[config.mk]
export PLATFORM = sky130hd
export DESIGN_NAME = i2c_target_buffer_fsm
export DESIGN_NICKNAME = d
export VERILOG_FILES = /design/src/design/i2ctb_pkg.sv /design/src/design/i2c_target_buffer_fsm.sv
export SDC_FILE = /design/constraint.sdc
export NUM_CORES = 1
export LEC_CHECK = 0
export BUFFER_PORTS_ARGS = -buffer_cell sky130_fd_sc_hd__buf_2
export CAP_MARGIN = 20
export CORE_ASPECT_RATIO = 0.8
export CORE_MARGIN = 2
export CORE_UTILIZATION = 35
export DETAILED_ROUTE_END_ITERATION = 8
export GPL_TIMING_DRIVEN = 0
export PLACE_DENSITY = 0.53
export SLEW_MARGIN = 20
export SYNTH_ARGS = -nofsm -noshare
export SYNTH_HDL_FRONTEND = slang
export SYNTH_SLANG_ARGS = --single-unit
[constraint.sdc]
create_clock -name clk -period 2.9 [get_ports clk]
set_clock_uncertainty 0.1 [all_clocks]
set_input_delay 0.725 -clock clk [delete_from_list [all_inputs] [get_ports clk]]
set_output_delay 0.725 -clock clk [all_outputs]
set_load 0.03 [all_outputs]
[src/design/i2ctb_pkg.sv]
// ----------------------------------------------------------------------------
// i2ctb_pkg
// types and constants of the i2c target byte controller
// ----------------------------------------------------------------------------
package i2ctb_pkg;

    typedef enum logic [2:0] {
        PH_IDLE  = 3'd0,
        PH_START = 3'd1,
        PH_ADDR  = 3'd2,
        PH_TXACK = 3'd3,
        PH_RXACK = 3'd4,
        PH_RX    = 3'd5,
        PH_TX    = 3'd6
    } phase_t;

    typedef enum logic [2:0] {
        ACT_NONE    = 3'd0,
        ACT_ACK     = 3'd1,
        ACT_RELEASE = 3'd2,
        ACT_SAMPLE  = 3'd3,
        ACT_SEND    = 3'd4,
        ACT_RECV    = 3'd5
    } action_t;

    typedef enum logic [1:0] {
        OP_START  = 2'd0,
        OP_BYTE   = 2'd1,
        OP_LOAD   = 2'd2,
        OP_UNUSED = 2'd3
    } op_t;

    localparam logic [2:0] CFG_DEVICE_ADDRESS       = 3'd0;
    localparam logic [2:0] CFG_TX_SIZE              = 3'd1;
    localparam logic [2:0] CFG_MULTI_ADDRESS_ENABLE = 3'd2;
    localparam logic [2:0] CFG_BROADCAST_ADDRESS    = 3'd3;
    localparam logic [2:0] CFG_FLIGHT_OFFSET        = 3'd4;

    localparam logic [7:0] FLIGHT_OFFSET_RESET = 8'h80;
    localparam logic [7:0] ADDR_MASK           = 8'hfe;
    localparam logic [7:0] PAD_BYTE            = 8'h55;
    localparam logic [7:0] RW_BIT              = 8'h01;

endpackage

[src/design/i2c_target_buffer_fsm.sv]
// ----------------------------------------------------------------------------
// i2c_target_buffer_fsm
// byte-level state machine of an i2c target with a message buffer
// ----------------------------------------------------------------------------
// pipeline: stage 1, then the output register; one transaction per cycle
//   unless m_tready stalls the output; the buffer ram has one read port
//   and one write port, each used at most once per event
// reset: rst_n async, clears phase, counters, config (flight offset to 0x80);
//   the buffer ram is not cleared and holds garbage until written
module i2c_target_buffer_fsm #(
    parameter int BUF_DEPTH = 32
) (
    input  logic        clk,
    input  logic        rst_n,
    // config write port
    input  logic        cfg_we,
    input  logic [2:0]  cfg_index,
    input  logic [7:0]  cfg_data,
    // input stream
    input  logic        s_tvalid,
    output logic        s_tready,
    input  logic [23:0] s_tdata,  // scl_high, bus_byte, load_index, load_value
    input  logic [1:0]  s_tuser,  // operation
    // output stream
    output logic        m_tvalid,
    input  logic        m_tready,
    output logic [23:0] m_tdata,  // tx_byte, message_ready, message_length,
                                  // flight_request, bus_state
    output logic [2:0]  m_tuser   // line_action
);

    localparam int AW   = (BUF_DEPTH > 1) ? $clog2(BUF_DEPTH) : 1;
    localparam int CW   = $clog2(BUF_DEPTH + 1);
    localparam int CMPW = (CW > 6) ? CW : 6;
    localparam int LIW  = (AW > 5) ? AW : 5;
    localparam logic [CW-1:0]   DEPTH_CNT = CW'(BUF_DEPTH);
    localparam logic [CMPW-1:0] DEPTH_CMP = CMPW'(BUF_DEPTH);
    localparam logic [LIW:0]    DEPTH_LI  = (LIW + 1)'(BUF_DEPTH);
    localparam logic [CW-1:0]   CNT_ONE   = CW'(1);

    // input fields
    logic         scl_high;
    logic [7:0]   bus_byte;
    logic [4:0]   load_index;
    logic [7:0]   load_value;
    i2ctb_pkg::op_t operation;

    assign operation  = i2ctb_pkg::op_t'(s_tuser);
    assign scl_high   = s_tdata[0];
    assign bus_byte   = s_tdata[8:1];
    assign load_index = s_tdata[13:9];
    assign load_value = s_tdata[21:14];

    // config registers
    logic [7:0] device_address_reg;
    logic [5:0] tx_size_reg;
    logic       multi_address_enable_reg;
    logic [7:0] broadcast_address_reg;
    logic [7:0] flight_offset_reg;

    always_ff @(posedge clk or negedge rst_n)
    begin
        if (!rst_n)
        begin
            device_address_reg       <= '0;
            tx_size_reg              <= '0;
            multi_address_enable_reg <= 1'b0;
            broadcast_address_reg    <= '0;
            flight_offset_reg        <= i2ctb_pkg::FLIGHT_OFFSET_RESET;
        end
        else if (cfg_we)
        begin
            case (cfg_index)
                i2ctb_pkg::CFG_DEVICE_ADDRESS:       device_address_reg <= cfg_data;
                i2ctb_pkg::CFG_TX_SIZE:              tx_size_reg <= cfg_data[5:0];
                i2ctb_pkg::CFG_MULTI_ADDRESS_ENABLE: multi_address_enable_reg <= cfg_data[0];
                i2ctb_pkg::CFG_BROADCAST_ADDRESS:    broadcast_address_reg <= cfg_data;
                i2ctb_pkg::CFG_FLIGHT_OFFSET:        flight_offset_reg <= cfg_data;
                default: ;
            endcase
        end
    end

    // control state
    i2ctb_pkg::phase_t phase_reg, phase_next;
    logic [7:0]    command_byte_reg, command_byte_next;
    logic [CW-1:0] received_count_reg, received_count_next;
    logic [CW-1:0] sent_count_reg, sent_count_next;

    // pipeline handshake
    logic s1_valid_reg;
    logic out_valid_reg;
    logic out_free;
    logic s1_adv;
    logic accept;

    assign out_free = !out_valid_reg || m_tready;
    assign s1_adv   = s1_valid_reg && out_free;
    assign s_tready = !s1_valid_reg || out_free;
    assign accept   = s_tvalid && s_tready;

    // address decode
    logic [7:0] addr_bits;
    logic [8:0] flight_sum;
    logic       own_hit;
    logic       addr_hit;
    logic       is_read;
    logic       flight_hit;
    logic       refuse;
    logic       addr_ok;

    assign addr_bits  = bus_byte & i2ctb_pkg::ADDR_MASK;
    assign flight_sum = {1'b0, device_address_reg} + {1'b0, flight_offset_reg};
    assign own_hit    = (addr_bits == device_address_reg);
    assign addr_hit   = own_hit
                     || (multi_address_enable_reg && (addr_bits == broadcast_address_reg))
                     || (multi_address_enable_reg
                         && (device_address_reg < flight_offset_reg)
                         && ({1'b0, addr_bits} == flight_sum));
    assign is_read    = |(bus_byte & i2ctb_pkg::RW_BIT);
    assign flight_hit = addr_hit && is_read && multi_address_enable_reg && !own_hit;
    assign refuse     = addr_hit && is_read && !flight_hit && (tx_size_reg == '0);
    assign addr_ok    = addr_hit && !refuse;

    // buffer bookkeeping
    logic [CMPW-1:0] sent_cmp;
    logic [CMPW-1:0] tx_size_cmp;
    logic            tx_stop;
    logic            tx_avail;
    logic            rx_room;
    logic [LIW-1:0]  load_index_ext;
    logic            load_ok;
    logic            cmd_read;

    assign sent_cmp       = CMPW'(sent_count_reg);
    assign tx_size_cmp    = CMPW'(tx_size_reg);
    assign tx_stop        = (sent_count_reg != '0) && is_read;
    assign tx_avail       = (sent_cmp < tx_size_cmp) && (sent_cmp < DEPTH_CMP);
    assign rx_room        = received_count_reg < DEPTH_CNT;
    assign load_index_ext = LIW'(load_index);
    assign load_ok        = {1'b0, load_index_ext} < DEPTH_LI;
    assign cmd_read       = |(command_byte_reg & i2ctb_pkg::RW_BIT);

    // next phase
    always_comb
    begin
        phase_next = phase_reg;
        if (accept)
        begin
            case (operation)
                i2ctb_pkg::OP_START:
                begin
                    phase_next = scl_high ? i2ctb_pkg::PH_START : i2ctb_pkg::PH_ADDR;
                end
                i2ctb_pkg::OP_BYTE:
                begin
                    case (phase_reg)
                        i2ctb_pkg::PH_START: phase_next = i2ctb_pkg::PH_ADDR;
                        i2ctb_pkg::PH_ADDR:
                        begin
                            if (!addr_ok)
                                phase_next = i2ctb_pkg::PH_IDLE;
                            else
                                phase_next = is_read ? i2ctb_pkg::PH_TXACK
                                                     : i2ctb_pkg::PH_RXACK;
                        end
                        i2ctb_pkg::PH_TXACK:
                        begin
                            phase_next = tx_stop ? i2ctb_pkg::PH_IDLE : i2ctb_pkg::PH_TX;
                        end
                        i2ctb_pkg::PH_RXACK: phase_next = i2ctb_pkg::PH_RX;
                        i2ctb_pkg::PH_RX:
                        begin
                            if (!rx_room)
                                phase_next = i2ctb_pkg::PH_IDLE;
                            else
                                phase_next = cmd_read ? i2ctb_pkg::PH_TXACK
                                                      : i2ctb_pkg::PH_RXACK;
                        end
                        i2ctb_pkg::PH_TX: phase_next = i2ctb_pkg::PH_TXACK;
                        default: phase_next = phase_reg;
                    endcase
                end
                default: phase_next = phase_reg;
            endcase
        end
    end

    // outputs of the event, counters and ram access
    i2ctb_pkg::action_t act;
    logic [7:0]    txb_const;
    logic          use_ram;
    logic          ready;
    logic [CW-1:0] mlen;
    logic          flight;
    logic          ram_we;
    logic [AW-1:0] ram_waddr;
    logic [7:0]    ram_wdata;
    logic          ram_re;

    always_comb
    begin
        act                 = i2ctb_pkg::ACT_NONE;
        txb_const           = '0;
        use_ram             = 1'b0;
        ready               = 1'b0;
        mlen                = '0;
        flight              = 1'b0;
        command_byte_next   = command_byte_reg;
        received_count_next = received_count_reg;
        sent_count_next     = sent_count_reg;
        ram_we              = 1'b0;
        ram_waddr           = received_count_reg[AW-1:0];
        ram_wdata           = bus_byte;
        ram_re              = 1'b0;
        if (accept)
        begin
            case (operation)
                i2ctb_pkg::OP_START:
                begin
                    act = i2ctb_pkg::ACT_RECV;
                    if (received_count_reg != '0)
                    begin
                        ready               = 1'b1;
                        mlen                = received_count_reg;
                        received_count_next = '0;
                    end
                end
                i2ctb_pkg::OP_BYTE:
                begin
                    case (phase_reg)
                        i2ctb_pkg::PH_ADDR:
                        begin
                            flight = flight_hit;
                            if (addr_ok)
                            begin
                                act                 = i2ctb_pkg::ACT_ACK;
                                command_byte_next   = bus_byte;
                                received_count_next = '0;
                                sent_count_next     = '0;
                            end
                            else
                            begin
                                act = i2ctb_pkg::ACT_RELEASE;
                            end
                        end
                        i2ctb_pkg::PH_TXACK:
                        begin
                            if (tx_stop)
                            begin
                                act = i2ctb_pkg::ACT_RELEASE;
                            end
                            else
                            begin
                                act = i2ctb_pkg::ACT_SEND;
                                if (tx_avail)
                                begin
                                    ram_re          = 1'b1;
                                    use_ram         = 1'b1;
                                    sent_count_next = sent_count_reg + CNT_ONE;
                                end
                                else
                                begin
                                    txb_const = i2ctb_pkg::PAD_BYTE;
                                end
                            end
                        end
                        i2ctb_pkg::PH_RXACK: act = i2ctb_pkg::ACT_RECV;
                        i2ctb_pkg::PH_RX:
                        begin
                            if (rx_room)
                            begin
                                act                 = i2ctb_pkg::ACT_ACK;
                                ram_we              = 1'b1;
                                received_count_next = received_count_reg + CNT_ONE;
                            end
                            else
                            begin
                                act = i2ctb_pkg::ACT_RELEASE;
                            end
                        end
                        i2ctb_pkg::PH_TX: act = i2ctb_pkg::ACT_SAMPLE;
                        default: act = i2ctb_pkg::ACT_NONE;
                    endcase
                end
                i2ctb_pkg::OP_LOAD:
                begin
                    ram_we    = load_ok;
                    ram_waddr = load_index_ext[AW-1:0];
                    ram_wdata = load_value;
                end
                default: act = i2ctb_pkg::ACT_NONE;
            endcase
        end
    end

    always_ff @(posedge clk or negedge rst_n)
    begin
        if (!rst_n)
        begin
            phase_reg          <= i2ctb_pkg::PH_IDLE;
            command_byte_reg   <= '0;
            received_count_reg <= '0;
            sent_count_reg     <= '0;
        end
        else
        begin
            phase_reg          <= phase_next;
            command_byte_reg   <= command_byte_next;
            received_count_reg <= received_count_next;
            sent_count_reg     <= sent_count_next;
        end
    end

    // buffer ram, one write and one registered read port
    logic [7:0] buf_mem [BUF_DEPTH];
    logic [7:0] ram_rdata_reg;

    always_ff @(posedge clk)
    begin
        if (ram_we)
            buf_mem[ram_waddr] <= ram_wdata;
        if (ram_re)
            ram_rdata_reg <= buf_mem[sent_count_reg[AW-1:0]];
    end

    // stage 1: waits for the ram read data
    i2ctb_pkg::action_t s1_act_reg;
    logic [7:0]    s1_txb_reg;
    logic          s1_use_ram_reg;
    logic          s1_ready_reg;
    logic [5:0]    s1_mlen_reg;
    logic          s1_flight_reg;
    i2ctb_pkg::phase_t s1_state_reg;
    logic [CMPW-1:0]   mlen_ext;

    assign mlen_ext = CMPW'(mlen);

    always_ff @(posedge clk or negedge rst_n)
    begin
        if (!rst_n)
            s1_valid_reg <= 1'b0;
        else if (accept)
            s1_valid_reg <= 1'b1;
        else if (s1_adv)
            s1_valid_reg <= 1'b0;
    end

    always_ff @(posedge clk)
    begin
        if (accept)
        begin
            s1_act_reg     <= act;
            s1_txb_reg     <= txb_const;
            s1_use_ram_reg <= use_ram;
            s1_ready_reg   <= ready;
            s1_mlen_reg    <= mlen_ext[5:0];
            s1_flight_reg  <= flight;
            s1_state_reg   <= phase_next;
        end
    end

    // output register
    logic [2:0]  out_user_reg;
    logic [23:0] out_data_reg;
    logic [7:0]  s1_tx_byte;

    assign s1_tx_byte = s1_use_ram_reg ? ram_rdata_reg : s1_txb_reg;

    always_ff @(posedge clk or negedge rst_n)
    begin
        if (!rst_n)
            out_valid_reg <= 1'b0;
        else if (s1_adv)
            out_valid_reg <= 1'b1;
        else if (m_tready)
            out_valid_reg <= 1'b0;
    end

    always_ff @(posedge clk)
    begin
        if (s1_adv)
        begin
            out_user_reg <= s1_act_reg;
            out_data_reg <= {5'd0, s1_state_reg, s1_flight_reg, s1_mlen_reg,
                             s1_ready_reg, s1_tx_byte};
        end
    end

    assign m_tvalid = out_valid_reg;
    assign m_tdata  = out_data_reg;
    assign m_tuser  = out_user_reg;

endmodule

After elaboration in Yosys (flattened, before gate mapping)
Memory sizes are Yosys's and may differ from the RTL's. A register that Yosys moved wholly into a read port is not among the register bits.
Index checks and enable logic that the tools add are counted.
W data, S select, Z words.
{ "op_classes": {"add_sub_neg": 3, "n_reduce_logical": 42, "order_cmp": 4, "bitwise": 2, "mux": 44, "n_eq_ne": 22} }
{ "ops": {"columns": ["op", "n"], "rows": [
  ["$pmux W6 S2", 3],
  ["$mux W6", 5],
  ["$mux W8", 3],
  ["$mux W3", 7],
  ["$pmux W3 S6", 1],
  ["$eq A8 B8 Y1", 2],
  ["$mux W1", 15],
  ["$pmux W3 S5", 1],
  ["$reduce_and A2 Y1", 7],
  ["$logic_and A1 B1 Y1", 13],
  ["$add A6 B1 Y6 const B", 2],
  ["$eq A3 B2 Y1 const B", 4],
  ["$eq A3 B3 Y1 const B", 4],
  ["$lt A6 B6 Y1 const B", 2],
  ["$pmux W3 S2", 2],
  ["$reduce_and A6 Y1", 2],
  ["$reduce_bool A6 Y1", 2],
  ["$mux W5", 2],
  ["$add A8 B8 Y9", 1],
  ["$eq A8 B9 Y1", 1],
  ["$lt A8 B8 Y1", 1],
  ["$ne A2 B2 Y1 const B", 4],
  ["$reduce_bool A2 Y1", 4],
  ["$mux W7", 1],
  ["other kinds (16)", 28]
]} }
{ "totals": {"mem_count": 1, "out_inout_bits": 29, "ramBits": 256, "ff_bits": 94} }
{ "mem_list": {"columns": ["memory", "words", "width", "rd", "rd_ports_with_merged_regs", "write_ports", "line_no", "text"], "rows": [
  ["buf_mem", 32, 8, 1, 1, 1, "i2c_target_buffer_fsm.sv:316", "logic [7:0] buf_mem [BUF_DEPTH];"]
]} }

Depth between registers and ports, before layout
{ "depth": {"ltp_word": 16, "depth_mapped": 12, "depth_no_buf": 11} }

Worst setup path before layout
OpenSTA, ideal clock, no wires.
{ "synth_path": {"path_type": "input to register", "start": "input port m_tready", "end": "memory buf_mem[20][0] (enable)", "t_arrival_ns": 3.423, "stages": 9, "slack_ns": -0.993, "path_cell_list": "nand3b_1 > and2_1 > clkbuf_1 > nand2_1 > clkbuf_1 > buf_1 > a31oi_1 > or2_2 > nor2_1"} }
{ "synth_between": {"elab_chain_len": 6, "elab_cells_between_ends": 7, "classes_between": "mux (4); reduce/logical (3)"} }
{ "synth_rtl": {"columns": ["item", "line_no", "text"], "rows": [
  ["from (decl)", "i2c_target_buffer_fsm.sv:26", "input logic m_tready,"],
  ["$logic_or A1 B1 Y1 *", "i2c_target_buffer_fsm.sv:97", "assign out_free = !out_valid_reg || m_tready;"],
  ["$logic_or A1 B1 Y1 *", "i2c_target_buffer_fsm.sv:99", "assign s_tready = !s1_valid_reg || out_free;"],
  ["$logic_and A1 B1 Y1 *", "i2c_target_buffer_fsm.sv:100", "assign accept = s_tvalid && s_tready;"],
  ["net accept", "i2c_target_buffer_fsm.sv:95", "logic accept;"],
  ["$mux W1", "i2c_target_buffer_fsm.sv:216", "if (accept)"],
  ["$mux W1", "i2c_target_buffer_fsm.sv:321", "if (ram_we)"],
  ["$mux W1 (implied by the code)", "i2c_target_buffer_fsm.sv:322", "buf_mem[ram_waddr] <= ram_wdata;"],
  ["to (decl)", "i2c_target_buffer_fsm.sv:316", null]
]} }
Mark *: on every way through the listed nets, which the timed path passes. The rest lies on a longest branch.

Worst setup path in the final report
{ "layout_path": {"start": "register flight_offset_reg[0]", "end": "register s1_state_reg[2] (data pin)"} }
{ "layout_between": {"elab_chain_len": 16, "elab_cells_between_ends": 18, "classes_between": "add/sub (1); order compare (1); eq/ne (1); mux (4); reduce/logical (11)"} }
{ "layout_rtl": {"columns": ["item", "line_no", "text"], "rows": [
  ["from (decl)", "i2c_target_buffer_fsm.sv:59", "logic [7:0] flight_offset_reg;"],
  ["from (signal assigned)", "i2c_target_buffer_fsm.sv:69", "flight_offset_reg <= i2ctb_pkg::FLIGHT_OFFSET_RESET;"],
  ["from (signal assigned)", "i2c_target_buffer_fsm.sv:78", "i2ctb_pkg::CFG_FLIGHT_OFFSET: flight_offset_reg <= cfg_data;"],
  ["$add A8 B8 Y9 or $lt A8 B8 Y1 (tied branches)", "i2c_target_buffer_fsm.sv:113, i2c_target_buffer_fsm.sv:118", null],
  ["$eq A8 B9 Y1 or $logic_and A1 B1 Y1 (tied branches)", "i2c_target_buffer_fsm.sv:119, i2c_target_buffer_fsm.sv:118", null],
  ["$logic_and A1 B1 Y1 *", "i2c_target_buffer_fsm.sv:119", "&& ({1'b0, addr_bits} == flight_sum));"],
  ["$logic_or A1 B1 Y1 *", "i2c_target_buffer_fsm.sv:117", "|| (multi_address_enable_reg"],
  ["$logic_and A1 B1 Y1", "i2c_target_buffer_fsm.sv:121, i2c_target_buffer_fsm.sv:122", null],
  ["$logic_and A1 B1 Y1 (2 in series)", "i2c_target_buffer_fsm.sv:121", "assign flight_hit = addr_hit && is_read && multi_address_enable_reg && !own_hit;"],
  ["$logic_not A1 Y1", "i2c_target_buffer_fsm.sv:122", "assign refuse = addr_hit && is_read && !flight_hit && (tx_size_reg == '0);"],
  ["$logic_and A1 B1 Y1 (2 in series)", "i2c_target_buffer_fsm.sv:122", null],
  ["$logic_not A1 Y1", "i2c_target_buffer_fsm.sv:123", "assign addr_ok = addr_hit && !refuse;"],
  ["$logic_and A1 B1 Y1 *", "i2c_target_buffer_fsm.sv:123", null],
  ["$mux W3 *", "i2c_target_buffer_fsm.sv:161", "if (!addr_ok)"],
  ["$pmux W3 S6 *", "i2c_target_buffer_fsm.sv:157", "case (phase_reg)"],
  ["$pmux W3 S2 *", "i2c_target_buffer_fsm.sv:150", "case (operation)"],
  ["$mux W3 *", "i2c_target_buffer_fsm.sv:148", "if (accept)"],
  ["net phase_next[2]", "i2c_target_buffer_fsm.sv:85", "i2ctb_pkg::phase_t phase_reg, phase_next;"],
  ["to (signal assigned)", "i2c_target_buffer_fsm.sv:359", "s1_state_reg <= phase_next;"],
  ["to (decl)", "i2c_target_buffer_fsm.sv:334", "i2ctb_pkg::phase_t s1_state_reg;"]
]} }
Marked as above.
A chain may end at the register's enable or synchronous reset.

==> flow_metrics.tcl <==
set metrics [dict create \
    crit_arrival_ps 3360 \
    post-route-drc-count 0 \
    number_of_buffers_on_the_longest_clock_path 3 \
    maximum_clock_rate_ghz 0.324 \
    post_synth_num_cell_types 55 \
    critical-path-slowest-cell "sky130_fd_sc_hd__or4_4" \
    area_delta_synth_final_pct 21.5 \
    worstMarginPinSlew_ps 932 \
    first_global_vias 8164 \
    worstHoldPathType "primary input to asynchronous set/reset pin" \
    num-nets-final 1079 \
    final.min_clock_period_ps 3090 \
    netlist_instances 872 \
    n_antenna_cell 0 \
    end_kind "flop" \
    timing_worst_setup_path_type "flop to flop" \
    slowest_delay_ps 570 \
    synth_common_cells "sky130_fd_sc_hd__edfxtp_1 (302), sky130_fd_sc_hd__mux4_2 (80), sky130_fd_sc_hd__nor2_1 (60)" \
    rows 67 \
    floorplan.die.height_um 189 \
    synth-async-reset-ratio 0.140 \
    failed_checks "negative setup slack" \
    clock_sinks 351 \
    detailroute.via_count 8163 \
    place.gp.congestion 0.839 \
    mappedNetlistArea_mm2 0.0149 \
    largest_register_ffs 256 \
    path_cells "ha_4 > fa_2 > nand2b_1 > a21oi_2 > a221oi_2 > mux2i_1 > and3_4 > a31oi_4 > or4_4 > o21a_1 > nor2_1" \
    routed_via_density 5.16 \
    ant_nets_after_route 0 \
    wire_length_of_the_first_global_routing_pass_mm 54.0 \
    netlist.area_leader.share 0.607 \
    tritoncts "yes" \
    die-width_um 235 \
    die_area_mm2 0.0444 \
    route.final.wire_length_mm 36.1 \
    fin_total_pwr_mw 11.5 \
    most_repeated_cell_in_the_gate_level_netlist_after_synthesis "sky130_fd_sc_hd__edfxtp_1" \
    floorplan.initialDensity 0.356 \
    crit_fanout 5 \
    clkSlewWorstSetupHoldPaths_ps 70 \
    fin_ws_ps -188 \
    vdd_drop_max_mv 0.489 \
    yosys_register_bits 351 \
    route.detailed.wl_per_inst_um 22.8 \
    drtPass1Iterations 5 \
    regMostFlops "buf_mem" \
    grt_max_degree 50 \
    post_synth.cell_area_avg_um2 17.1 \
    design_area_mm2 0.0182 \
    cts_inserted_buffers 36 \
    outcome "complete, but fails checks" \
    power_leakage_nw 6.07 \
    ys.warnings.count 0 \
    root_buffer "sky130_fd_sc_hd__clkbuf_16" \
    numPortBuffers 62 \
    worstSetupStartpointType "flop" \
    max_slew_margin 0.379 \
    synth.area.top_cells "sky130_fd_sc_hd__edfxtp_1 (61%), sky130_fd_sc_hd__mux4_2 (12%), sky130_fd_sc_hd__dfrtp_1 (8.0%)" \
    grt_setup_unrepaired "true" \
    slew_viol_final 0 \
    finish.utilization 0.432 \
    seq_area_frac_synth 0.689 \
    finalHoldViolCount 0 \
    fp.coreArea_mm2 0.0420 \
    drive_gt1_frac 0.359 \
    hpwl_mm 23.5 \
    htree_num_levels 2 \
    design.portCount 71 \
    power.density_cell_area_mw_per_mm2 635 \
    synthFlopType "sky130_fd_sc_hd__edfxtp_1" \
    worstSkewPairLatency_ps 540 \
    detailed_place.area_mm2 0.0164 \
    maxCapViolations 0 \
    required_ps 3170 \
    gr-usage-all-layers 0.165 \
    finalSetupViolations 19 \
    synth_enable_flop_cells 302 \
    min_period_over_period 1.06 \
    drt_first_iter_violations 867 \
    yosys.area.top_type "sky130_fd_sc_hd__edfxtp_1" \
    grt_antenna_before_repair 0 \
    globalRouteOverflowTotal 0 \
]
==> power breakdown <==
group	switching, mW	leakage, nW	internal (mW)
clock	1.92	0.555	2.67
combinational	0.698	2.17	0.476
sequential	0.102	3.35	5.66
total	2.72	6.07	8.81
==> per-stage QoR <==
step                      setup slack [ps]  hold WS, ps  instances  setup TNS, ps
after global placement                -735          300       1490         -81810
after global routing                  -297          187       1583          -3870
after floorplan                      -71.8          300        876          -9990
final                                 -188          142       1583          -1570
after detailed placement              -750          305       1490         -92310
after CTS                             -296          146       1578          -2360
==> metal layers <==
layer	up-vias	track usage	part of all wire
met4	0	0.0419	0.018
met3	51	0.0360	0.059
met5	-	0	0
met1	4190	0.247	0.48
met2	249	0.245	0.45
li1	3673	-	-
==> final cells by class <==
| cell class | count | area, µm² |
|---|---|---|
| Sequential cell | 351 | 10300 |
| Inverter | 28 | 108 |
| Multi-Input combinational cell | 460 | 4950 |
| Clock inverter | 17 | 200 |
| Buffer | 34 | 249 |
| Tap cell | 552 | 691 |
| Timing Repair Buffer | 97 | 717 |
| Fill cell | 3667 | 23800 |
| Clock buffer | 44 | 941 |
==> critical path, delay by kind of cell (launching register included) <==
family	cells	cell delay (ps)
muxes	1	230
DFF	1	420
AOI/OAI and AO/OA	4	630
adders and majority gates	2	550
and+or+nand+nor	4	1000
==> logic make-up after synthesis <==
group | Yosys count | synth area share
DFF | 351 | 0.689
buffers and inverters | 66 | 0.0181
and+or+nand+nor | 195 | 0.0647
adders and majority gates | 29 | 0.0248
xor gates and xnor gates | 25 | 0.0146
AOI/OAI and AO/OA | 79 | 0.0341
muxes | 126 | 0.155
other | 1 | 0.000251
==> final timing paths <==
check,endpoint,cells past startpoint,from,slack [ps]
worst min register to register,m_tdata[15],0,s1_flight_reg,320
max in group asynchronous,sent_cmp[1],1,rst_n,2050
worst max register to register,s1_state_reg[2],11,flight_offset_reg[0],-190
min in group clk,m_tdata[15],0,s1_flight_reg,320
worst min-delay path,received_count_reg[2],1,rst_n,140
worst max-delay path,s1_state_reg[2],11,flight_offset_reg[0],-190
==> cells in the final DEF, fill, tap and decap left out, types with 6 or more instances in the layout <==
cell type                   netlist  routed
sky130_fd_sc_hd__inv_1           28      27
sky130_fd_sc_hd__dfrtp_1         48      43
sky130_fd_sc_hd__buf_12           0      12
sky130_fd_sc_hd__nor2_1          60      27
sky130_fd_sc_hd__and2_1          11       9
sky130_fd_sc_hd__nand4_1          7       7
sky130_fd_sc_hd__mux4_2          80      80
sky130_fd_sc_hd__xor2_1           8       8
sky130_fd_sc_hd__nor2b_1          9       6
sky130_fd_sc_hd__a21oi_1         15      14
sky130_fd_sc_hd__o21ai_0         29      24
sky130_fd_sc_hd__nor2_4           0      33
sky130_fd_sc_hd__a31oi_1          7       7
sky130_fd_sc_hd__edfxtp_1       302     302
sky130_fd_sc_hd__nor3_1           7       7
sky130_fd_sc_hd__buf_4            5      33
sky130_fd_sc_hd__ha_1            28      24
sky130_fd_sc_hd__nand3_1         19      16
sky130_fd_sc_hd__buf_2            3      62
sky130_fd_sc_hd__mux2i_1         10       7
sky130_fd_sc_hd__xnor2_1         17      15
sky130_fd_sc_hd__nand2b_1        15      11
sky130_fd_sc_hd__nand2_1         42      36
sky130_fd_sc_hd__mux2_2          35      35
sky130_fd_sc_hd__clkbuf_1        26      21
sky130_fd_sc_hd__clkbuf_16        0      38
==> timing repair <==
item / 4_1_cts / 5_1_grt
setup endpoints to repair: 168 / 215
hold endpoints to repair: 0 / 0
gates resized for setup: 51 / 12
hold buffers: 0 / 0
pin swaps: 18 / 10
gates cloned: 1 / 0
buffers inserted: 29 / 6
Power figures use the tool's default switching activity.
